File: src/rtl/core/rplu_pkg.sv
// Shared types and constants for the raw pixel line unpacker.
// Used by every module under rtl/core; depends on nothing else.
package rplu_pkg;

  // Geometry limits and field widths.
  localparam int WIDTH_W      = 14;
  localparam int STRIDE_W     = 15;
  localparam int LINE_W       = 13;
  localparam int PIX_CNT_W    = 14;
  localparam int PIXEL_W      = 16;
  localparam int BYTE_W       = 8;
  localparam int CFG_DATA_W   = 15;
  localparam int CFG_INDEX_W  = 2;
  localparam int MAX_RESULTS  = 4;
  localparam int COUNT_W      = 3;

  localparam logic [WIDTH_W-1:0] MAX_WIDTH  = 14'd8192;
  localparam logic [WIDTH_W-1:0] MAX_HEIGHT = 14'd8192;

  // Masks for the low-bits byte of RAW10 and RAW12 groups.
  localparam logic [BYTE_W-1:0] LOW2_MASK = 8'h03;
  localparam logic [BYTE_W-1:0] LOW4_MASK = 8'h0F;

  typedef enum logic [1:0] {
    MODE_RAW8  = 2'd0,
    MODE_RAW10 = 2'd1,
    MODE_RAW12 = 2'd2,
    MODE_RAW16 = 2'd3
  } pixel_mode_t;

  typedef enum logic [CFG_INDEX_W-1:0] {
    REG_PIXEL_MODE  = 2'd0,
    REG_LINE_PIXELS = 2'd1,
    REG_FRAME_LINES = 2'd2,
    REG_LINE_STRIDE = 2'd3
  } reg_index_t;

  typedef struct packed {
    pixel_mode_t          pixel_mode;
    logic [WIDTH_W-1:0]   line_pixels;
    logic [WIDTH_W-1:0]   frame_lines;
    logic [STRIDE_W-1:0]  line_stride;
  } cfg_t;

  typedef struct packed {
    logic [PIXEL_W-1:0] pixel;
    logic               end_of_line;
    logic               end_of_frame;
    logic               stride_error;
  } result_t;

  // All results caused by one input byte; count is 0 to MAX_RESULTS.
  typedef struct packed {
    logic [COUNT_W-1:0]          count;
    result_t [MAX_RESULTS-1:0]   res;
  } batch_t;

endpackage

File: src/rtl/core/rplu_frame_ctrl.sv
// Frame position counters, group byte store and per-byte unpack decode.
// Depends on rplu_pkg.
module rplu_frame_ctrl (
  input  logic                                clk,
  input  logic                                rst,
  input  rplu_pkg::cfg_t                      cfg,
  input  logic [rplu_pkg::BYTE_W-1:0]         byte_value,
  input  logic                                take,
  output rplu_pkg::batch_t                    batch
);

  logic [rplu_pkg::STRIDE_W-1:0]  byte_position;
  logic [rplu_pkg::LINE_W-1:0]    line_count;
  logic [rplu_pkg::PIX_CNT_W-1:0] pixels_done;
  logic                           frame_dropping;
  logic [2:0]                     grp_mod5;
  logic [1:0]                     grp_mod3;
  logic [rplu_pkg::BYTE_W-1:0]    group_bytes [rplu_pkg::MAX_RESULTS];

  logic [rplu_pkg::WIDTH_W-1:0]   w;
  logic [rplu_pkg::WIDTH_W-1:0]   h;
  logic [rplu_pkg::STRIDE_W-1:0]  stride;
  logic [rplu_pkg::STRIDE_W-1:0]  need;
  logic [rplu_pkg::STRIDE_W-1:0]  q10;
  logic [rplu_pkg::STRIDE_W-1:0]  q12;
  logic [rplu_pkg::STRIDE_W-1:0]  full10;
  logic [rplu_pkg::STRIDE_W-1:0]  full12;
  logic [rplu_pkg::STRIDE_W-1:0]  full_bytes;
  logic [rplu_pkg::STRIDE_W-1:0]  tail10;
  logic                           raw10;
  logic                           in_full;
  logic [2:0]                     pos;
  logic [2:0]                     cnt;
  logic                           start_err;
  logic                           active;
  logic                           store_en;
  logic [1:0]                     store_idx;
  logic [rplu_pkg::COUNT_W-1:0]   n_emit;
  logic [rplu_pkg::PIXEL_W-1:0]   pix [rplu_pkg::MAX_RESULTS];
  logic [rplu_pkg::PIX_CNT_W-1:0] pd_i;
  logic                           eol_i;
  logic                           last_line;
  logic                           line_end;
  logic [1:0]                     lo2;
  logic [3:0]                     lo4;

  // Effective geometry.
  always_comb begin
    if (cfg.line_pixels == '0) begin
      w = rplu_pkg::WIDTH_W'(1);
    end else if (cfg.line_pixels > rplu_pkg::MAX_WIDTH) begin
      w = rplu_pkg::MAX_WIDTH;
    end else begin
      w = cfg.line_pixels;
    end
    if (cfg.frame_lines == '0) begin
      h = rplu_pkg::WIDTH_W'(1);
    end else if (cfg.frame_lines > rplu_pkg::MAX_HEIGHT) begin
      h = rplu_pkg::MAX_HEIGHT;
    end else begin
      h = cfg.frame_lines;
    end
    stride = (cfg.line_stride == '0) ? rplu_pkg::STRIDE_W'(1) : cfg.line_stride;
  end

  // Packed line length: whole groups by shift and add, then the short tail.
  assign q10    = {3'b000, w[rplu_pkg::WIDTH_W-1:2]};
  assign q12    = {2'b00, w[rplu_pkg::WIDTH_W-1:1]};
  assign full10 = (q10 << 2) + q10;
  assign full12 = (q12 << 1) + q12;
  assign tail10 = (w[1:0] == 2'd0) ? '0 : {13'd0, w[1:0]} + rplu_pkg::STRIDE_W'(1);

  always_comb begin
    unique case (cfg.pixel_mode)
      rplu_pkg::MODE_RAW8:  need = {1'b0, w};
      rplu_pkg::MODE_RAW10: need = full10 + tail10;
      rplu_pkg::MODE_RAW12: need = full12 + (w[0] ? rplu_pkg::STRIDE_W'(2) : '0);
      rplu_pkg::MODE_RAW16: need = {w, 1'b0};
      default:              need = {1'b0, w};
    endcase
  end

  assign raw10      = (cfg.pixel_mode == rplu_pkg::MODE_RAW10);
  assign full_bytes = raw10 ? full10 : full12;
  assign in_full    = byte_position < full_bytes;
  assign pos        = in_full ? (raw10 ? grp_mod5 : {1'b0, grp_mod3})
                              : 3'(byte_position - full_bytes);
  assign cnt        = in_full ? (raw10 ? 3'd4 : 3'd2)
                              : (raw10 ? {1'b0, w[1:0]} : {2'b00, w[0]});

  assign start_err = (byte_position == '0) && (line_count == '0) && !frame_dropping
                     && (stride < need);
  assign active    = !frame_dropping && (byte_position < need);
  assign last_line = ({1'b0, line_count} + rplu_pkg::WIDTH_W'(1)) >= h;
  assign line_end  = ({1'b0, byte_position} + 16'd1) >= {1'b0, stride};

  // Decide what this byte does: store a group byte, emit pixels, or both none.
  always_comb begin
    store_en  = 1'b0;
    store_idx = 2'd0;
    n_emit    = '0;
    for (int i = 0; i < rplu_pkg::MAX_RESULTS; i++) begin
      lo2 = 2'((byte_value >> (2 * i)) & rplu_pkg::LOW2_MASK);
      lo4 = 4'((byte_value >> (4 * i)) & rplu_pkg::LOW4_MASK);
      pix[i] = raw10 ? {6'd0, group_bytes[i], lo2} : {4'd0, group_bytes[i], lo4};
    end
    if (!start_err && active) begin
      unique case (cfg.pixel_mode)
        rplu_pkg::MODE_RAW8: begin
          n_emit = rplu_pkg::COUNT_W'(1);
          pix[0] = {8'd0, byte_value};
        end
        rplu_pkg::MODE_RAW16: begin
          if (!byte_position[0]) begin
            store_en = 1'b1;
          end else begin
            n_emit = rplu_pkg::COUNT_W'(1);
            pix[0] = {byte_value, group_bytes[0]};
          end
        end
        default: begin
          if (pos < cnt) begin
            store_en  = 1'b1;
            store_idx = pos[1:0];
          end else begin
            n_emit = cnt;
          end
        end
      endcase
    end
  end

  // Line and frame flags for each emitted pixel.
  always_comb begin
    batch = '0;
    for (int i = 0; i < rplu_pkg::MAX_RESULTS; i++) begin
      pd_i  = pixels_done + rplu_pkg::PIX_CNT_W'(i);
      eol_i = ({1'b0, pd_i} + 15'd1) == {1'b0, w};
      batch.res[i].pixel        = pix[i];
      batch.res[i].end_of_line  = eol_i;
      batch.res[i].end_of_frame = eol_i && last_line;
      batch.res[i].stride_error = 1'b0;
    end
    batch.count = n_emit;
    if (start_err) begin
      batch.count  = rplu_pkg::COUNT_W'(1);
      batch.res[0] = '{pixel: '0, end_of_line: 1'b0, end_of_frame: 1'b0,
                       stride_error: 1'b1};
    end
  end

  always_ff @(posedge clk) begin
    if (rst) begin
      byte_position  <= '0;
      line_count     <= '0;
      pixels_done    <= '0;
      frame_dropping <= 1'b0;
      grp_mod5       <= '0;
      grp_mod3       <= '0;
    end else if (take) begin
      if (line_end) begin
        byte_position <= '0;
        pixels_done   <= '0;
        grp_mod5      <= '0;
        grp_mod3      <= '0;
        if (last_line) begin
          line_count     <= '0;
          frame_dropping <= 1'b0;
        end else begin
          line_count     <= line_count + rplu_pkg::LINE_W'(1);
          frame_dropping <= frame_dropping | start_err;
        end
      end else begin
        byte_position  <= byte_position + rplu_pkg::STRIDE_W'(1);
        pixels_done    <= pixels_done + rplu_pkg::PIX_CNT_W'(n_emit);
        grp_mod5       <= (grp_mod5 == 3'd4) ? 3'd0 : grp_mod5 + 3'd1;
        grp_mod3       <= (grp_mod3 == 2'd2) ? 2'd0 : grp_mod3 + 2'd1;
        frame_dropping <= frame_dropping | start_err;
      end
    end
  end

  always_ff @(posedge clk) begin
    if (take && store_en) begin
      group_bytes[store_idx] <= byte_value;
    end
  end

endmodule

File: src/rtl/core/rplu_result_buf.sv
// Result register: holds one byte's results, sends one per cycle on out_ready.
// Depends on rplu_pkg.
module rplu_result_buf (
  input  logic              clk,
  input  logic              rst,
  input  rplu_pkg::batch_t  batch,
  input  logic              load,
  output logic              load_ready,
  output logic              out_valid,
  input  logic              out_ready,
  output rplu_pkg::result_t out_result,
  output logic              out_last
);

  rplu_pkg::batch_t held;
  logic [1:0]       idx;
  logic             busy;
  logic             final_res;

  assign final_res  = ({1'b0, idx} + rplu_pkg::COUNT_W'(1)) == held.count;
  assign load_ready = !busy || (out_ready && final_res);
  assign out_valid  = busy;
  assign out_result = held.res[idx];
  assign out_last   = final_res;

  always_ff @(posedge clk) begin
    if (rst) begin
      busy <= 1'b0;
      idx  <= '0;
    end else if (load) begin
      busy <= 1'b1;
      idx  <= '0;
    end else if (busy && out_ready) begin
      if (final_res) begin
        busy <= 1'b0;
      end else begin
        idx <= idx + 2'd1;
      end
    end
  end

  always_ff @(posedge clk) begin
    if (load) begin
      held <= batch;
    end
  end

endmodule

File: src/rtl/core/raw_pixel_line_unpacker_core.sv
// Top level of the raw pixel line unpacker: configuration registers, input
// register, and the decode and result stages. Depends on rplu_pkg,
// rplu_frame_ctrl and rplu_result_buf.
//
// The block takes a packed raw sensor frame one byte per request and sends
// out right-aligned pixels in RAW8, RAW10, RAW12 or RAW16 (little endian)
// packing. A frame is frame_lines lines of line_stride bytes; the first
// bytes of each line carry line_pixels pixels and the rest is padding that
// gives nothing. Each packing group gives its pixels on the byte that
// closes it, and a short group at the end of a line is closed by its
// low-bits byte right after its high bytes. If line_stride is too small for
// the width in the current mode, the first byte of the frame gives one
// result with stride_error set and the rest of that frame is dropped.
// Timing: a byte is registered at the input and decoded in the next cycle
// against the frame counters; when it moves on, its results are loaded into
// the result register, which offers them to the sink. The result register
// sends one result per cycle while the sink is ready. A byte that gives no
// result moves on at once; a byte that gives results waits in the input
// register until the result register is empty or sending its final result.
// While the sink is ready, full groups never wait, since a group of n pixels
// spans at least n bytes, but a short RAW10 tail right after a full group
// does: a one-pixel or two-pixel tail holds its low-bits byte in the input
// register until the group's final result is being sent. Otherwise a byte
// is accepted every cycle while the sink is ready.
// Configuration writes take effect at once and should be made only while
// no request is in flight; counters are not cleared by a write.
module raw_pixel_line_unpacker_core (
  input  logic                                  clk,
  input  logic                                  rst,
  // Configuration write port.
  input  logic                                  cfg_we,
  input  logic [rplu_pkg::CFG_INDEX_W-1:0]      cfg_index,
  input  logic [rplu_pkg::CFG_DATA_W-1:0]       cfg_data,
  // Input byte stream.
  input  logic                                  s_axis_tvalid,
  output logic                                  s_axis_tready,
  input  logic [7:0]                            s_axis_tdata,  // [7:0] byte_value
  // Pixel stream.
  output logic                                  m_axis_tvalid,
  input  logic                                  m_axis_tready,
  output logic [15:0]                           m_axis_tdata,  // [15:0] pixel
  output logic [2:0]                            m_axis_tuser,  // [0] end_of_line,
                                                               // [1] end_of_frame,
                                                               // [2] stride_error
  output logic                                  m_axis_tlast   // last result of a byte
);

  rplu_pkg::cfg_t                  cfg;
  logic                            in_valid;
  logic [rplu_pkg::BYTE_W-1:0]     in_byte;
  logic                            advance;
  logic                            load_ready;
  rplu_pkg::batch_t                batch;
  rplu_pkg::result_t               out_result;

  // Configuration registers.
  always_ff @(posedge clk) begin
    if (rst) begin
      cfg.pixel_mode  <= rplu_pkg::MODE_RAW8;
      cfg.line_pixels <= rplu_pkg::WIDTH_W'(1);
      cfg.frame_lines <= rplu_pkg::WIDTH_W'(1);
      cfg.line_stride <= rplu_pkg::STRIDE_W'(1);
    end else if (cfg_we) begin
      unique case (rplu_pkg::reg_index_t'(cfg_index))
        rplu_pkg::REG_PIXEL_MODE:  cfg.pixel_mode  <= rplu_pkg::pixel_mode_t'(cfg_data[1:0]);
        rplu_pkg::REG_LINE_PIXELS: cfg.line_pixels <= cfg_data[rplu_pkg::WIDTH_W-1:0];
        rplu_pkg::REG_FRAME_LINES: cfg.frame_lines <= cfg_data[rplu_pkg::WIDTH_W-1:0];
        rplu_pkg::REG_LINE_STRIDE: cfg.line_stride <= cfg_data;
        default: ;
      endcase
    end
  end

  // The registered byte moves on when it gives no result or when the result
  // register is free or sending its final result in this cycle.
  assign advance       = in_valid && ((batch.count == '0) || load_ready);
  assign s_axis_tready = !in_valid || advance;

  always_ff @(posedge clk) begin
    if (rst) begin
      in_valid <= 1'b0;
    end else if (s_axis_tready) begin
      in_valid <= s_axis_tvalid;
    end
  end

  always_ff @(posedge clk) begin
    if (s_axis_tvalid && s_axis_tready) begin
      in_byte <= s_axis_tdata;
    end
  end

  rplu_frame_ctrl u_frame_ctrl (
    .clk        (clk),
    .rst        (rst),
    .cfg        (cfg),
    .byte_value (in_byte),
    .take       (advance),
    .batch      (batch)
  );

  rplu_result_buf u_result_buf (
    .clk        (clk),
    .rst        (rst),
    .batch      (batch),
    .load       (advance && (batch.count != '0)),
    .load_ready (load_ready),
    .out_valid  (m_axis_tvalid),
    .out_ready  (m_axis_tready),
    .out_result (out_result),
    .out_last   (m_axis_tlast)
  );

  assign m_axis_tdata = out_result.pixel;
  assign m_axis_tuser = {out_result.stride_error, out_result.end_of_frame,
                         out_result.end_of_line};

endmodule
File: config.mk
export PLATFORM = sky130hd
export DESIGN_NAME = raw_pixel_line_unpacker_core
export DESIGN_NICKNAME = d
export VERILOG_FILES = /design/src/rtl/core/rplu_pkg.sv /design/src/rtl/core/rplu_frame_ctrl.sv /design/src/rtl/core/rplu_result_buf.sv /design/src/rtl/core/raw_pixel_line_unpacker_core.sv
export SDC_FILE = /design/constraint.sdc
export NUM_CORES = 1
export LEC_CHECK = 0
export BUFFER_PORTS_ARGS = -buffer_cell sky130_fd_sc_hd__buf_2
export CORE_MARGIN = 2
export CORE_UTILIZATION = 40
export CTS_CLUSTER_SIZE = 20
export DETAILED_ROUTE_END_ITERATION = 16
export HOLD_SLACK_MARGIN = 0.15
export SLEW_MARGIN = 10
export SYNTH_ARGS = -nofsm -noshare
export SYNTH_HDL_FRONTEND = slang
export SYNTH_SLANG_ARGS = --single-unit
File: constraint.sdc
create_clock -name clk -period 8.6 [get_ports clk]
set_input_delay 0 -clock clk [delete_from_list [all_inputs] [get_ports clk]]
set_output_delay 0 -clock clk [all_outputs]
set_load 0.05 [all_outputs]
==> flow_summary_export.csv <==
group,metric,value,unit
setup_path,critPathRequiredTime,8.84,ns
final_layout,area_growth,12.1,%
power,worst_ir_drop_vdd,0.000130,V
setup_path,critPathCaptureType,"flip-flop",
global_route,grt.overflow.total,0,
setup_path,worst_setup_path_start_kind,"flip-flop",
die,die-height,200,µm
yosys,netlist.area_leader.share,0.203,
routing,antenna_left,0,
final_layout,num_antenna_cells,0,
timing,setup_viol,0,
timing,hold_viol,0,
timing,final.setup.worst_slack,0.707,ns
yosys,mappedNetlistArea,0.0154,mm²
final_layout,design_area,0.0173,mm²
timing,rsz0062_at_grt,"false",
placement,placement.setup.worst_slack,0.496,ns
yosys,synthFlopType,"sky130_fd_sc_hd__edfxtp_1",
timing,maxClockFrequency,0.127,GHz
cts,clock_tree_from_tritoncts,"done",
placement,detailed_place_hpwl,32600,µm
yosys,synth_async_sr_flop_share,0,
yosys,synth.area.top_cells,"sky130_fd_sc_hd__edfxtp_1 20%, sky130_fd_sc_hd__dfxtp_1 13%, sky130_fd_sc_hd__ha_1 9.9%",
yosys,synth_sequential_area_ratio,0.329,
die,floorplan.io_pins,52,
placement,io_buffers,51,
min_path,min-delay-path-class,"in2reg",
routing,initialDrtViolationCount,1204,
cts,cts_inserted_buffers,22,
setup_path,worstPathArrival,8.13,ns
timing,finalMaxSlewViolations,0,
global_route,grt_first_pass_wirelength,70100,µm
timing,clock_skew,0.0118,ns
cts,worstSkewPairLatency,0.52,ns
global_route,track_usage,0.216,
yosys,synth_edf_count,104,
die,floorplan.die_area,0.0401,mm²
final_layout,drive_above_1_share,0.113,
cts,clock_root_buffer_master,"sky130_fd_sc_hd__clkbuf_16",
timing,worst-slew-pin-transition,1.02,ns
timing,post-route-period-util,0.918,
yosys,postSynthCellCount,1732,
routing,number_of_iterations_in_the_first_detailed_routing_pass,7,
setup_path,largest_driver_fanout_on_the_critical_path,58,
yosys,synth_seq_cells,201,
timing,finalSetupTns,0,ns
placement,place.gp.congestion,0.931,
routing,num_vias,13300,
global_route,grt_start_max_net_pins,66,
final_layout,fin_util,0.457,
cts,clk_pin_slew_worst_paths,0.06,ns
final_layout,final_cell_mix,"190 x sky130_fd_sc_hd__nand2_1, 127 x sky130_fd_sc_hd__a21oi_1, 121 x sky130_fd_sc_hd__ha_1",
yosys,synth_fp_nets,1889,
die,fp.coreArea,0.0378,mm²
final_layout,most_common_library_cell_in_the_layout_ignoring_fill_and_taps,"sky130_fd_sc_hd__nand2_1",
final_layout,final_net_count,1925,
power,power_density,159,mW/mm²
placement,dpl-instance-area,0.0161,mm²
timing,relSlewSlack,0.315,
yosys,synth-warning-count,0,
global_route,grt_antenna_before_repair,1,
cts,clockBufferDepth,3,
yosys,post_synth.cell_area_avg,8.89,µm²
yosys,biggest_area_consumer_among_synthesized_cells,"sky130_fd_sc_hd__edfxtp_1",
timing,fin_crit,7.89,ns
run_status,outcome,"complete, no violations",
timing,hold_slack,0.197,ns
cts,cts.htree.levels,1,
die,die_width,200,µm
global_route,first_global_vias,12800,
cts,postCtsSetupBuffers,0,
routing,wl_cell,19.2,µm
die,core.rowCount,71,
run,drv.max_cap_violation_count,0,
power,cellLeakagePower,6.37,nW
setup_path,critical_path_class,"reg2reg",
cts,clkSinkCount,201,
die,starting_density_of_the_core,0.408,
routing,routed_wirelength,44000,µm
routing,routed_via_density,5.78,
routing,drc,0,
yosys,yosys.cell_types.count,87,
==> worst paths after layout <==
check | from | to | slack (ns) | depth (start not counted)
worst max-delay path | cfg[42] | u_result_buf.held[22] | 0.71 | 21
worst min-delay path | s_axis_tdata[6] | in_byte[6] | 0.20 | 2
worst max register to register | cfg[42] | u_result_buf.held[22] | 0.71 | 21
worst min register to register | cfg[0] | cfg[0] | 0.47 | 2
==> registers in the layout, indices dropped and copies added, names as in the netlist, 2 cells and up <==
signal and cells:
u_frame_ctrl.pixels_done 14, u_frame_ctrl.byte_position 15, u_frame_ctrl.grp_mod3 2, u_frame_ctrl.group_bytes 32, u_frame_ctrl.grp_mod5 3, cfg 45
u_frame_ctrl.line_count 13, u_result_buf.idx 2, in_byte 8, u_result_buf.held 64
==> power by group <==
part	internal [W]	switching [W]
sequential	0.00108	0.0000405
combinational	0.000218	0.000432
clock	0.000585	0.000389
==> synth_stat cells, types with 34 or more instances <==
cell type,n
sky130_fd_sc_hd__nand2_1,190
sky130_fd_sc_hd__a21oi_1,127
sky130_fd_sc_hd__ha_1,122
sky130_fd_sc_hd__edfxtp_1,104
sky130_fd_sc_hd__xnor2_1,104
sky130_fd_sc_hd__nor2_1,100
sky130_fd_sc_hd__dfxtp_1,97
sky130_fd_sc_hd__clkbuf_1,85
sky130_fd_sc_hd__inv_1,68
sky130_fd_sc_hd__o21ai_0,59
sky130_fd_sc_hd__nand3_1,55
sky130_fd_sc_hd__xor2_1,47
sky130_fd_sc_hd__nor3_1,45
sky130_fd_sc_hd__mux2_2,40
sky130_fd_sc_hd__nand4_1,34
==> metrics by stage <==
step	instances	total power, W
floorplan	1732	0.00159
global placement	2212	0.00176
detailed placement	2212	0.00178
CTS	2293	0.00276
global route	2293	0.00287
finish	2293	0.00274
==> what timing repair did <==
item                       4_1_cts  5_1_grt
hold buffers                    43        0
hold endpoints to repair        75        0
setup endpoints to repair        0       74
gates resized for setup          0        2
==> critical path: stages (launching register included) <==
cell	delay, ns
sky130_fd_sc_hd__dfxtp_1	0.33
sky130_fd_sc_hd__buf_4	0.30
sky130_fd_sc_hd__nor2b_1	0.08
sky130_fd_sc_hd__buf_4	0.19
sky130_fd_sc_hd__ha_1	0.24
sky130_fd_sc_hd__fa_1	0.41
sky130_fd_sc_hd__a211o_1	0.36
sky130_fd_sc_hd__a2111o_1	0.37
sky130_fd_sc_hd__o311ai_0	0.22
sky130_fd_sc_hd__nand4_1	0.36
sky130_fd_sc_hd__nor4b_1	0.45
sky130_fd_sc_hd__mux2i_1	0.12
sky130_fd_sc_hd__a2111o_1	0.42
sky130_fd_sc_hd__a221oi_1	0.52
sky130_fd_sc_hd__ha_1	0.34
sky130_fd_sc_hd__a21o_1	0.16
sky130_fd_sc_hd__a211oi_1	0.23
sky130_fd_sc_hd__o221ai_1	0.30
sky130_fd_sc_hd__o31ai_1	0.93
sky130_fd_sc_hd__a21o_2	0.77
sky130_fd_sc_hd__nor2_4	0.18
sky130_fd_sc_hd__buf_12	0.27
==> cell type report <==
| class | count | area [µm²] |
|---|---|---|
| well taps | 511 | 639 |
| flip-flops and latches | 201 | 5060 |
| inverters | 71 | 267 |
| clock inverters | 13 | 151 |
| multi-input cells | 1352 | 9660 |
| fillers | 3610 | 20500 |
| repair buffers | 120 | 893 |
| clock buffers | 25 | 593 |
==> layer usage <==
metal | track usage | up-vias | routed length (µm)
met3 | 0.0234 | 83 | 2270
met5 | 0 | - | 7
met4 | 0.0701 | 2 | 1270
met1 | 0.294 | 6360 | 19700
li1 | - | 6418 | -
met2 | 0.360 | 397 | 20700
==> cell families after synthesis <==
| family | after synthesis | share of synthesized area |
|---|---|---|
| adder cells (fa/ha/maj) | 128 | 0.106 |
| flip-flops | 201 | 0.329 |
| multiplexers | 74 | 0.0627 |
| XOR/XNOR | 153 | 0.0889 |
| buffers and inverters | 179 | 0.0462 |
| AO/OA/AOI/OAI | 367 | 0.159 |
| AND/OR/NAND/NOR | 630 | 0.208 |
Note: power is estimated with default switching activity, not from simulation.
